`src/sv/ax25_pkg.sv`:
```
// ----------------------------------------------------------------------------
// ax25_pkg
// Shared types and codes of the AX.25 UI frame header parser.
// ----------------------------------------------------------------------------
package ax25_pkg;

    localparam int CALL_W = 42;

    localparam logic [1:0] KIND_ADDR = 2'd0;
    localparam logic [1:0] KIND_INFO = 2'd1;
    localparam logic [1:0] KIND_END  = 2'd2;

    localparam logic [1:0] ROLE_DEST = 2'd0;
    localparam logic [1:0] ROLE_SRC  = 2'd1;
    localparam logic [1:0] ROLE_DIGI = 2'd2;

    localparam logic [2:0] ST_OK        = 3'd0;
    localparam logic [2:0] ST_NOT_KISS  = 3'd1;
    localparam logic [2:0] ST_SHORT     = 3'd2;
    localparam logic [2:0] ST_NO_CTRL   = 3'd3;
    localparam logic [2:0] ST_NOT_UI    = 3'd4;
    localparam logic [2:0] ST_PATH_LONG = 3'd5;

    // first item of a queue entry: address or info byte
    typedef struct packed {
        logic              valid;
        logic [1:0]        kind;
        logic [1:0]        role;
        logic [CALL_W-1:0] call;
        logic [3:0]        ssid;
        logic              call_ok;
        logic              mark;
        logic [7:0]        info;
    } item_a_t;

    // second item: a digipeater closing the path
    typedef struct packed {
        logic              valid;
        logic [CALL_W-1:0] call;
        logic [3:0]        ssid;
        logic              call_ok;
        logic              mark;
    } item_b_t;

    // third item: frame end status
    typedef struct packed {
        logic       valid;
        logic [2:0] status;
    } item_s_t;

    typedef struct packed {
        item_a_t a;
        item_b_t b;
        item_s_t s;
    } entry_t;

    typedef struct packed {
        logic [1:0]        kind;
        logic [1:0]        role;
        logic [CALL_W-1:0] call;
        logic [3:0]        ssid;
        logic              call_ok;
        logic              mark;
        logic [7:0]        info;
        logic [2:0]        status;
        logic              last;
    } out_item_t;

endpackage

```
`src/sv/ax25_front.sv`:
```
// ----------------------------------------------------------------------------
// ax25_front
// Byte parser: tracks frame phase, decodes addresses and builds queue entries
// of up to three result items per accepted byte.
// ----------------------------------------------------------------------------
module ax25_front
    import ax25_pkg::*;
#(
    parameter int MAX_DIGIS = 6
)
(
    input  logic       clk,
    input  logic       rst_n,
    input  logic       raw_mode,
    input  logic       in_valid,
    input  logic [7:0] in_data,
    input  logic       in_last,
    input  logic       in_ready,
    output logic       push,
    output entry_t     push_entry
);

    localparam int CNT_W = $clog2(MAX_DIGIS + 2);

    typedef enum logic [2:0] {
        PH_KISS,
        PH_ADDR,
        PH_CTRL,
        PH_PID,
        PH_INFO,
        PH_DROP
    } phase_t;

    phase_t            phase_reg, phase_next;
    logic [CNT_W-1:0]  cnt_reg, cnt_next;
    logic [2:0]        bia_reg, bia_next;
    logic [CALL_W-1:0] chars_reg, chars_next;
    logic [CALL_W-1:0] pend_call_reg, pend_call_next;
    logic [3:0]        pend_ssid_reg, pend_ssid_next;
    logic              pend_ok_reg, pend_ok_next;
    logic              pend_h_reg, pend_h_next;
    logic              pend_present_reg, pend_present_next;
    logic [2:0]        code_reg, code_next;

    logic              accept;
    logic [3:0]        cur_ssid;
    logic              cur_ok;
    logic              cur_h;
    logic              cur_end;
    logic [7:0]        info_clean;
    logic [2:0]        status;

    function automatic logic call_valid_f(input logic [CALL_W-1:0] call);
        logic [6:0] c;
        logic       ok;
        ok = 1'b1;
        for (int i = 0; i < 6; i++)
        begin
            c = call[7*i +: 7];
            if (!((c >= 7'h41 && c <= 7'h5A) || (c >= 7'h61 && c <= 7'h7A) ||
                  (c >= 7'h30 && c <= 7'h39) || c == 7'h20))
            begin
                ok = 1'b0;
            end
        end
        return ok;
    endfunction

    function automatic logic call_empty_f(input logic [CALL_W-1:0] call,
                                          input logic [3:0] ssid);
        return (ssid == 4'd0) && (call == {6{7'h20}});
    endfunction

    assign accept   = in_valid && in_ready;
    assign cur_ssid = in_data[4:1];
    assign cur_ok   = call_valid_f(chars_reg);
    assign cur_h    = in_data[7];
    assign cur_end  = in_data[0];

    always_comb
    begin
        if (!raw_mode && (in_data < 8'h20 || in_data > 8'h7E))
        begin
            info_clean = 8'h20;
        end
        else
        begin
            info_clean = in_data;
        end
    end

    always_comb
    begin
        phase_next        = phase_reg;
        cnt_next          = cnt_reg;
        bia_next          = bia_reg;
        chars_next        = chars_reg;
        pend_call_next    = pend_call_reg;
        pend_ssid_next    = pend_ssid_reg;
        pend_ok_next      = pend_ok_reg;
        pend_h_next       = pend_h_reg;
        pend_present_next = pend_present_reg;
        code_next         = code_reg;
        push_entry        = '0;
        status            = ST_OK;

        if (accept)
        begin
            case (phase_reg)
                PH_KISS:
                begin
                    if (|in_data[3:0])
                    begin
                        phase_next        = PH_DROP;
                        code_next         = ST_NOT_KISS;
                        pend_present_next = 1'b0;
                    end
                    else
                    begin
                        phase_next = PH_ADDR;
                        cnt_next   = '0;
                        bia_next   = 3'd0;
                        chars_next = '0;
                    end
                end
                PH_ADDR:
                begin
                    if (bia_reg < 3'd6)
                    begin
                        chars_next = {chars_reg[CALL_W-8:0], in_data[7:1]};
                        bia_next   = bia_reg + 3'd1;
                    end
                    else
                    begin
                        bia_next   = 3'd0;
                        chars_next = '0;
                        if (cnt_reg == CNT_W'(0))
                        begin
                            push_entry.a.valid   = 1'b1;
                            push_entry.a.kind    = KIND_ADDR;
                            push_entry.a.role    = ROLE_DEST;
                            push_entry.a.call    = chars_reg;
                            push_entry.a.ssid    = cur_ssid;
                            push_entry.a.call_ok = cur_ok;
                            cnt_next             = CNT_W'(1);
                        end
                        else if (cnt_reg == CNT_W'(1))
                        begin
                            push_entry.a.valid   = 1'b1;
                            push_entry.a.kind    = KIND_ADDR;
                            push_entry.a.role    = ROLE_SRC;
                            push_entry.a.call    = chars_reg;
                            push_entry.a.ssid    = cur_ssid;
                            push_entry.a.call_ok = cur_ok;
                            if (cur_end)
                            begin
                                phase_next = PH_CTRL;
                            end
                            else
                            begin
                                cnt_next = CNT_W'(2);
                            end
                        end
                        else
                        begin
                            if (pend_present_reg)
                            begin
                                push_entry.a.valid   = !call_empty_f(pend_call_reg,
                                                                     pend_ssid_reg);
                                push_entry.a.kind    = KIND_ADDR;
                                push_entry.a.role    = ROLE_DIGI;
                                push_entry.a.call    = pend_call_reg;
                                push_entry.a.ssid    = pend_ssid_reg;
                                push_entry.a.call_ok = pend_ok_reg;
                                push_entry.a.mark    = pend_h_reg && !cur_h;
                                pend_present_next    = 1'b0;
                            end
                            if (cur_end)
                            begin
                                push_entry.b.valid   = !call_empty_f(chars_reg, cur_ssid);
                                push_entry.b.call    = chars_reg;
                                push_entry.b.ssid    = cur_ssid;
                                push_entry.b.call_ok = cur_ok;
                                push_entry.b.mark    = cur_h;
                                phase_next           = PH_CTRL;
                            end
                            else if (cnt_reg >= CNT_W'(MAX_DIGIS + 1))
                            begin
                                phase_next        = PH_DROP;
                                code_next         = ST_PATH_LONG;
                                pend_present_next = 1'b0;
                            end
                            else
                            begin
                                pend_call_next    = chars_reg;
                                pend_ssid_next    = cur_ssid;
                                pend_ok_next      = cur_ok;
                                pend_h_next       = cur_h;
                                pend_present_next = 1'b1;
                                cnt_next          = cnt_reg + CNT_W'(1);
                            end
                        end
                    end
                end
                PH_CTRL:
                begin
                    if (in_data != 8'h03)
                    begin
                        phase_next        = PH_DROP;
                        code_next         = ST_NOT_UI;
                        pend_present_next = 1'b0;
                    end
                    else
                    begin
                        phase_next = PH_PID;
                    end
                end
                PH_PID:
                begin
                    if (in_data != 8'hF0)
                    begin
                        phase_next        = PH_DROP;
                        code_next         = ST_NOT_UI;
                        pend_present_next = 1'b0;
                    end
                    else
                    begin
                        phase_next = PH_INFO;
                    end
                end
                PH_INFO:
                begin
                    push_entry.a.valid = 1'b1;
                    push_entry.a.kind  = KIND_INFO;
                    push_entry.a.info  = info_clean;
                end
                default:
                begin
                end
            endcase

            if (in_last)
            begin
                case (phase_next)
                    PH_DROP: status = code_next;
                    PH_ADDR: status = (cnt_next <= CNT_W'(1)) ? ST_SHORT : ST_NO_CTRL;
                    PH_CTRL: status = ST_NO_CTRL;
                    PH_PID:  status = ST_NO_CTRL;
                    PH_INFO: status = ST_OK;
                    default: status = ST_SHORT;
                endcase
                push_entry.s.valid = 1'b1;
                push_entry.s.status = status;
                phase_next        = PH_KISS;
                cnt_next          = '0;
                bia_next          = 3'd0;
                chars_next        = '0;
                pend_present_next = 1'b0;
                code_next         = ST_OK;
            end
        end
    end

    assign push = accept && (push_entry.a.valid || push_entry.b.valid || push_entry.s.valid);

    always_ff @(posedge clk or negedge rst_n)
    begin
        if (!rst_n)
        begin
            phase_reg        <= PH_KISS;
            cnt_reg          <= '0;
            bia_reg          <= 3'd0;
            chars_reg        <= '0;
            pend_call_reg    <= '0;
            pend_ssid_reg    <= 4'd0;
            pend_ok_reg      <= 1'b0;
            pend_h_reg       <= 1'b0;
            pend_present_reg <= 1'b0;
            code_reg         <= ST_OK;
        end
        else
        begin
            phase_reg        <= phase_next;
            cnt_reg          <= cnt_next;
            bia_reg          <= bia_next;
            chars_reg        <= chars_next;
            pend_call_reg    <= pend_call_next;
            pend_ssid_reg    <= pend_ssid_next;
            pend_ok_reg      <= pend_ok_next;
            pend_h_reg       <= pend_h_next;
            pend_present_reg <= pend_present_next;
            code_reg         <= code_next;
        end
    end

endmodule

```
`src/sv/ax25_queue.sv`:
```
// ----------------------------------------------------------------------------
// ax25_queue
// Short register queue of parsed entries between the parser and the output
// serializer.
// ----------------------------------------------------------------------------
module ax25_queue
    import ax25_pkg::*;
#(
    parameter int DEPTH = 4
)
(
    input  logic   clk,
    input  logic   rst_n,
    input  logic   push,
    input  entry_t push_entry,
    output logic   full,
    input  logic   pop,
    output logic   not_empty,
    output entry_t head
);

    localparam int PTR_W = $clog2(DEPTH);
    localparam int CNT_W = $clog2(DEPTH + 1);

    entry_t            mem [DEPTH];
    logic [PTR_W-1:0]  wr_ptr_reg, rd_ptr_reg;
    logic [CNT_W-1:0]  count_reg;

    function automatic logic [PTR_W-1:0] ptr_inc(input logic [PTR_W-1:0] p);
        return (p == PTR_W'(DEPTH - 1)) ? '0 : p + PTR_W'(1);
    endfunction

    assign full      = (count_reg == CNT_W'(DEPTH));
    assign not_empty = (count_reg != '0);
    assign head      = mem[rd_ptr_reg];

    always_ff @(posedge clk)
    begin
        if (push)
        begin
            mem[wr_ptr_reg] <= push_entry;
        end
    end

    always_ff @(posedge clk or negedge rst_n)
    begin
        if (!rst_n)
        begin
            wr_ptr_reg <= '0;
            rd_ptr_reg <= '0;
            count_reg  <= '0;
        end
        else
        begin
            if (push)
            begin
                wr_ptr_reg <= ptr_inc(wr_ptr_reg);
            end
            if (pop)
            begin
                rd_ptr_reg <= ptr_inc(rd_ptr_reg);
            end
            if (push && !pop)
            begin
                count_reg <= count_reg + CNT_W'(1);
            end
            else if (pop && !push)
            begin
                count_reg <= count_reg - CNT_W'(1);
            end
        end
    end

endmodule

```
`src/sv/ax25_back.sv`:
```
// ----------------------------------------------------------------------------
// ax25_back
// Output serializer: sends the valid items of the head entry one per
// transfer, in order, and releases the entry after its last item.
// ----------------------------------------------------------------------------
module ax25_back
    import ax25_pkg::*;
(
    input  logic      clk,
    input  logic      rst_n,
    input  logic      head_valid,
    input  entry_t    head,
    output logic      pop,
    output logic      out_valid,
    input  logic      out_ready,
    output out_item_t out_item
);

    logic done_a_reg, done_a_next;
    logic done_b_reg, done_b_next;
    logic rem_a, rem_b;
    logic xfer;
    logic more;

    assign rem_a     = head.a.valid && !done_a_reg;
    assign rem_b     = head.b.valid && !done_b_reg;
    assign out_valid = head_valid;
    assign xfer      = head_valid && out_ready;

    always_comb
    begin
        out_item = '0;
        if (rem_a)
        begin
            out_item.kind    = head.a.kind;
            out_item.role    = head.a.role;
            out_item.call    = head.a.call;
            out_item.ssid    = head.a.ssid;
            out_item.call_ok = head.a.call_ok;
            out_item.mark    = head.a.mark;
            out_item.info    = head.a.info;
            more             = rem_b || head.s.valid;
        end
        else if (rem_b)
        begin
            out_item.kind    = KIND_ADDR;
            out_item.role    = ROLE_DIGI;
            out_item.call    = head.b.call;
            out_item.ssid    = head.b.ssid;
            out_item.call_ok = head.b.call_ok;
            out_item.mark    = head.b.mark;
            more             = head.s.valid;
        end
        else
        begin
            out_item.kind   = KIND_END;
            out_item.status = head.s.status;
            out_item.last   = 1'b1;
            more            = 1'b0;
        end
    end

    assign pop = xfer && !more;

    always_comb
    begin
        done_a_next = done_a_reg;
        done_b_next = done_b_reg;
        if (pop)
        begin
            done_a_next = 1'b0;
            done_b_next = 1'b0;
        end
        else if (xfer)
        begin
            if (rem_a)
            begin
                done_a_next = 1'b1;
            end
            else
            begin
                done_b_next = 1'b1;
            end
        end
    end

    always_ff @(posedge clk or negedge rst_n)
    begin
        if (!rst_n)
        begin
            done_a_reg <= 1'b0;
            done_b_reg <= 1'b0;
        end
        else
        begin
            done_a_reg <= done_a_next;
            done_b_reg <= done_b_next;
        end
    end

endmodule

```
`src/sv/ax25_ui_frame_header_parser_unit.sv`:
```
// A result item is written into the entry queue and offered from its head.
// Throughput: one byte per cycle while the queue is not full; the output moves
// one item per cycle while m_axis_tready is high, so a byte causing two or
// three items holds the output once per item; the QUEUE_DEPTH entry queue takes up the difference.
// Reset (rst_n low, asynchronous): parser waits for a KISS type byte, queue
// empty, raw_mode cleared.
// ----------------------------------------------------------------------------
// ax25_ui_frame_header_parser_unit
// KISS / AX.25 UI frame header parser: address, info and status items.
// ----------------------------------------------------------------------------
module ax25_ui_frame_header_parser_unit
    import ax25_pkg::*;
#(
    parameter int MAX_DIGIS   = 6,
    parameter int QUEUE_DEPTH = 4
)
(
    input  logic        clk,
    input  logic        rst_n,
    input  logic        cfg_valid,
    output logic        cfg_ready,
    input  logic        cfg_data,       // raw_mode
    input  logic        s_axis_tvalid,
    output logic        s_axis_tready,
    input  logic [7:0]  s_axis_tdata,   // data_byte[7:0]
    input  logic        s_axis_tlast,   // last_byte
    output logic        m_axis_tvalid,
    input  logic        m_axis_tready,
    // role[1:0], callsign[43:2], ssid[47:44], call_valid[48],
    // repeated_mark[49], info_byte[57:50], status[60:58], zero[63:61]
    output logic [63:0] m_axis_tdata,
    output logic [1:0]  m_axis_tuser,   // kind[1:0]
    output logic        m_axis_tlast    // last_item
);

    logic      raw_mode_reg;
    logic      push;
    entry_t    push_entry;
    logic      full;
    logic      pop;
    logic      not_empty;
    entry_t    head;
    out_item_t out_item;

    assign cfg_ready     = 1'b1;
    assign s_axis_tready = !full;

    always_ff @(posedge clk or negedge rst_n)
    begin
        if (!rst_n)
        begin
            raw_mode_reg <= 1'b0;
        end
        else if (cfg_valid)
        begin
            raw_mode_reg <= cfg_data;
        end
    end

    ax25_front #(
        .MAX_DIGIS (MAX_DIGIS)
    ) u_front (
        .clk        (clk),
        .rst_n      (rst_n),
        .raw_mode   (raw_mode_reg),
        .in_valid   (s_axis_tvalid),
        .in_data    (s_axis_tdata),
        .in_last    (s_axis_tlast),
        .in_ready   (s_axis_tready),
        .push       (push),
        .push_entry (push_entry)
    );

    ax25_queue #(
        .DEPTH (QUEUE_DEPTH)
    ) u_queue (
        .clk        (clk),
        .rst_n      (rst_n),
        .push       (push),
        .push_entry (push_entry),
        .full       (full),
        .pop        (pop),
        .not_empty  (not_empty),
        .head       (head)
    );

    ax25_back u_back (
        .clk        (clk),
        .rst_n      (rst_n),
        .head_valid (not_empty),
        .head       (head),
        .pop        (pop),
        .out_valid  (m_axis_tvalid),
        .out_ready  (m_axis_tready),
        .out_item   (out_item)
    );

    assign m_axis_tdata = {3'b000, out_item.status, out_item.info, out_item.mark,
                           out_item.call_ok, out_item.ssid, out_item.call, out_item.role};
    assign m_axis_tuser = out_item.kind;
    assign m_axis_tlast = out_item.last;

endmodule
```
`config.mk`:
```
export PLATFORM = sky130hd
export DESIGN_NAME = ax25_ui_frame_header_parser_unit
export DESIGN_NICKNAME = d
export VERILOG_FILES = /design/src/sv/ax25_pkg.sv /design/src/sv/ax25_front.sv /design/src/sv/ax25_queue.sv /design/src/sv/ax25_back.sv /design/src/sv/ax25_ui_frame_header_parser_unit.sv
export SDC_FILE = /design/constraint.sdc
export NUM_CORES = 1
export LEC_CHECK = 0
export BUFFER_PORTS_ARGS = -buffer_cell sky130_fd_sc_hd__buf_2
export CAP_MARGIN = 5
export CORE_MARGIN = 1.5
export CORE_UTILIZATION = 30
export CTS_CLUSTER_DIAMETER = 60
export DETAILED_ROUTE_END_ITERATION = 10
export SKIP_CTS_REPAIR_TIMING = 1
export SLEW_MARGIN = 5
export SYNTH_ARGS = -nofsm -noshare
export SYNTH_HDL_FRONTEND = slang
export SYNTH_SLANG_ARGS = --single-unit
```
`constraint.sdc`:
```
create_clock -name clk -period 10.2 [get_ports clk]
set_input_delay 1.02 -clock clk [delete_from_list [all_inputs] [get_ports clk]]
set_output_delay 1.02 -clock clk [all_outputs]
set_load 0.02 [all_outputs]
```
==> key figures <==
Synthesis
  – FFs w/ async S/R, synth: 0.2000
  – FF+latch count, synth: 565
  – Post-synth EDFFs: 452
  – Post-synth cell types: 75
  – Mean Syn Cell Area: 17.09 µm²
  – Post-Syn Area: 23,630 µm²
  – Sequential fraction of the synthesis area: 0.6942
  – Yosys Warn Count: 0
  – Ys flop type: edfxtp_1
  – Syn Inst Count: 1,382

Routing
  – Initial DRC count: 1,060
  – Drt wl/cell: 20.72 µm
  – Routed Antenna Nets: 0
  – Routed via count: 12,650
  – Final wirelength: 52,720 µm
  – Pre-Repair DR Iteration Count: 7
  – Via density: 4.971
  – DRC Markers: 0

Pwr
  – Maximum VDD drop: 0.1446 mV
  – Pleak: 9.603 nW
  – Power density cells: 274.9 nW/µm²
  – Total power draw: 7.425 mW

Critical path
  – Critical path type: flop to output pin
  – Critical path arrival: 4.45 ns
  – Setup crit start kind: flop
  – CP max FO: 60
  – Crit end category: output pin
  – R2R Setup Slk: 4.81 ns
  – Required time worst endpoint: 9.18 ns
  – Crit Reg-Reg Startpoint: u_front.cnt_reg[0]
  – R2R depth: 11
  – Terminus of the critical flop-to-flop path: u_queue.mem[0][72]

Global route
  – Initial antenna violation count: 2
  – Total congestion overflow: 0
  – First-pass GRT wire length: 81,050 µm
  – Vias in the first global route: 13,020
  – Largest net degree at the start of global routing: 86
  – GR Util All Layers: 0.1307

Finish
  – Fin nets: 1,485
  – Commonest non-fill, non-tap cell in the layout: edfxtp_1
  – Layout area overhead: 14.30%
  – Largest register FFs: 452
  – Design Area, Final: 27,000 µm²
  – Ratio of cells with drive above 1 in the final layout: 0.2234
  – N_diodes: 0
  – Area of the multi-input gates: 6768 µm²
  – Most frequent cells in the layout: 452 x edfxtp_1, 115 x nand2_1, 112 x dfrtp_1
  – Fill count: 7,295
  – Non-Filler Instances: 2,544
  – Final core utilization: 0.3475
  – Sequential cell area: 16,400 µm²

Timing
  – RSZ-0062 raised after global routing: no
  – Final Cycle Share: 0.5365
  – Final number of max-transition violations: 0
  – Setup TNS: 0 ns
  – Final hold viol count: 0
  – Setup violations, final: 0
  – Final min period: 5.473 ns
  – Rel. slew slack: 0.2845
  – Max Fclk: 0.1827 GHz
  – Setup slack after layout: 4.727 ns
  – Hold_ws: 0.5010 ns
  – Slew @ Worst Pin: 1.073 ns
  – Final Skew: 0.02158 ns

Placed design
  – Routability cong.: 0.8212
  – Placed cell areas: 25,130 µm²
  – Pre-CTS setup slack: 4.757 ns
  – Post-placement cell count: 2,440
  – DP HPWL: 31,870 µm
  – I/O Buffers: 80

Run
  – Max Cap Viol: 0

CTS
  – CTS Buffer Depth: 3
  – TritonCTS clock tree: yes
  – Worst skew pair latency: 0.61 ns
  – Clock Sink Count: 565
  – Clock slew at reported path FFs: 0.06 ns
  – CTS H-Tree Depth: 2
  – Clock root buffer: clkbuf_16
  – Clock buffer count from CTS: 56

Outcome
  – Status: finished clean

Floorplan
  – Die area: 80,440 µm²
  – # IOs: 85
  – Cell Rows: 102
  – Initial Util: 0.3040
  – Die height: 283.6 µm
  – Core area: 77,720 µm²
  – Die W: 283.6 µm

Hold path
  – Hold Crit Class: flop to flop
  – Hold path depth: 1
  – Hold_sp: u_front.bia_reg[0]
  – Hold path endpoint: u_front.bia_reg[0]
## kinds of logic (layout without fill, tap and decap cells)
family | after synthesis | after routing | share of synthesized area
other cells | 2 | 4 | 0.0003179
simple gates | 301 | 301 | 0.06663
xor+xnor | 3 | 3 | 0.001112
mux | 167 | 167 | 0.1381
buf+inv | 108 | 228 | 0.02256
flops | 565 | 565 | 0.6942
compound gates | 224 | 224 | 0.07044
fa+ha+maj | 12 | 12 | 0.006673
## cells in the mapped netlist (10+ instances only)
cell type | number | area, µm²
a21oi_1 | 11 | 55.05
a22o_1 | 99 | 867.1
and2_1 | 69 | 431.7
buf_2 | 30 | 150.1
clkbuf_1 | 36 | 135.1
dfrtp_1 | 113 | 2828
edfxtp_1 | 452 | 13570
ha_1 | 11 | 137.6
inv_1 | 21 | 78.83
mux2_2 | 47 | 529.3
mux4_1 | 29 | 762.0
mux4_2 | 84 | 1892
nand2_1 | 116 | 435.4
nand3_1 | 12 | 60.06
nor2_1 | 27 | 101.4
nor2b_1 | 10 | 62.56
nor3_1 | 11 | 55.05
nor4_1 | 16 | 100.1
o21ai_0 | 35 | 175.2
o21ai_1 | 27 | 135.1
## how the worst max path moves through the flow
stage                                      from                 end  slack, ns
final                     u_queue.rd_ptr_reg[0]     m_axis_tdata[8]       4.73
after global routing         u_front.cnt_reg[1]  u_queue.mem[0][72]       4.39
after CTS                 u_queue.rd_ptr_reg[0]     m_axis_tdata[8]       4.56
after detailed placement     u_front.cnt_reg[0]  u_queue.mem[0][34]       4.76
after global placement       u_front.cnt_reg[0]  u_queue.mem[0][33]       4.99
after floorplan                   s_axis_tvalid   u_queue.mem[0][0]       2.50
## critical path, cell delays in order, from the launching register on
cell,delay [ns]
dfrtp_4,0.88
mux4_2,0.39
nor2b_4,0.14
buf_4,0.63
buf_4,0.82
mux4_2,0.41
a22o_1,0.35
buf_2,0.21
## cell type report
cell class,count,share of cell area
clock inverter,31,0.01334
inverter,21,0.002919
multi-input combinational,711,0.2506
clock buffer,73,0.05616
timing repair buffer,103,0.02131
tap,1040,0.04819
sequential,565,0.6075
## routing by layer
layer / wire length (µm) / track usage
met2: 26250 / 0.2206
met3: 2118 / 0.02026
met4: 1348 / 0.04358
met1: 22980 / 0.1719
met5: 27 / 0
## power breakdown
group / switching [mW] / total [mW] / internal (mW)
combinational: 1.40 / 2.31 / 0.912
sequential: 0.148 / 3.02 / 2.87
clock: 0.846 / 2.09 / 1.25
total: 2.39 / 7.42 / 5.03
Power figures use the tool's default switching activity.
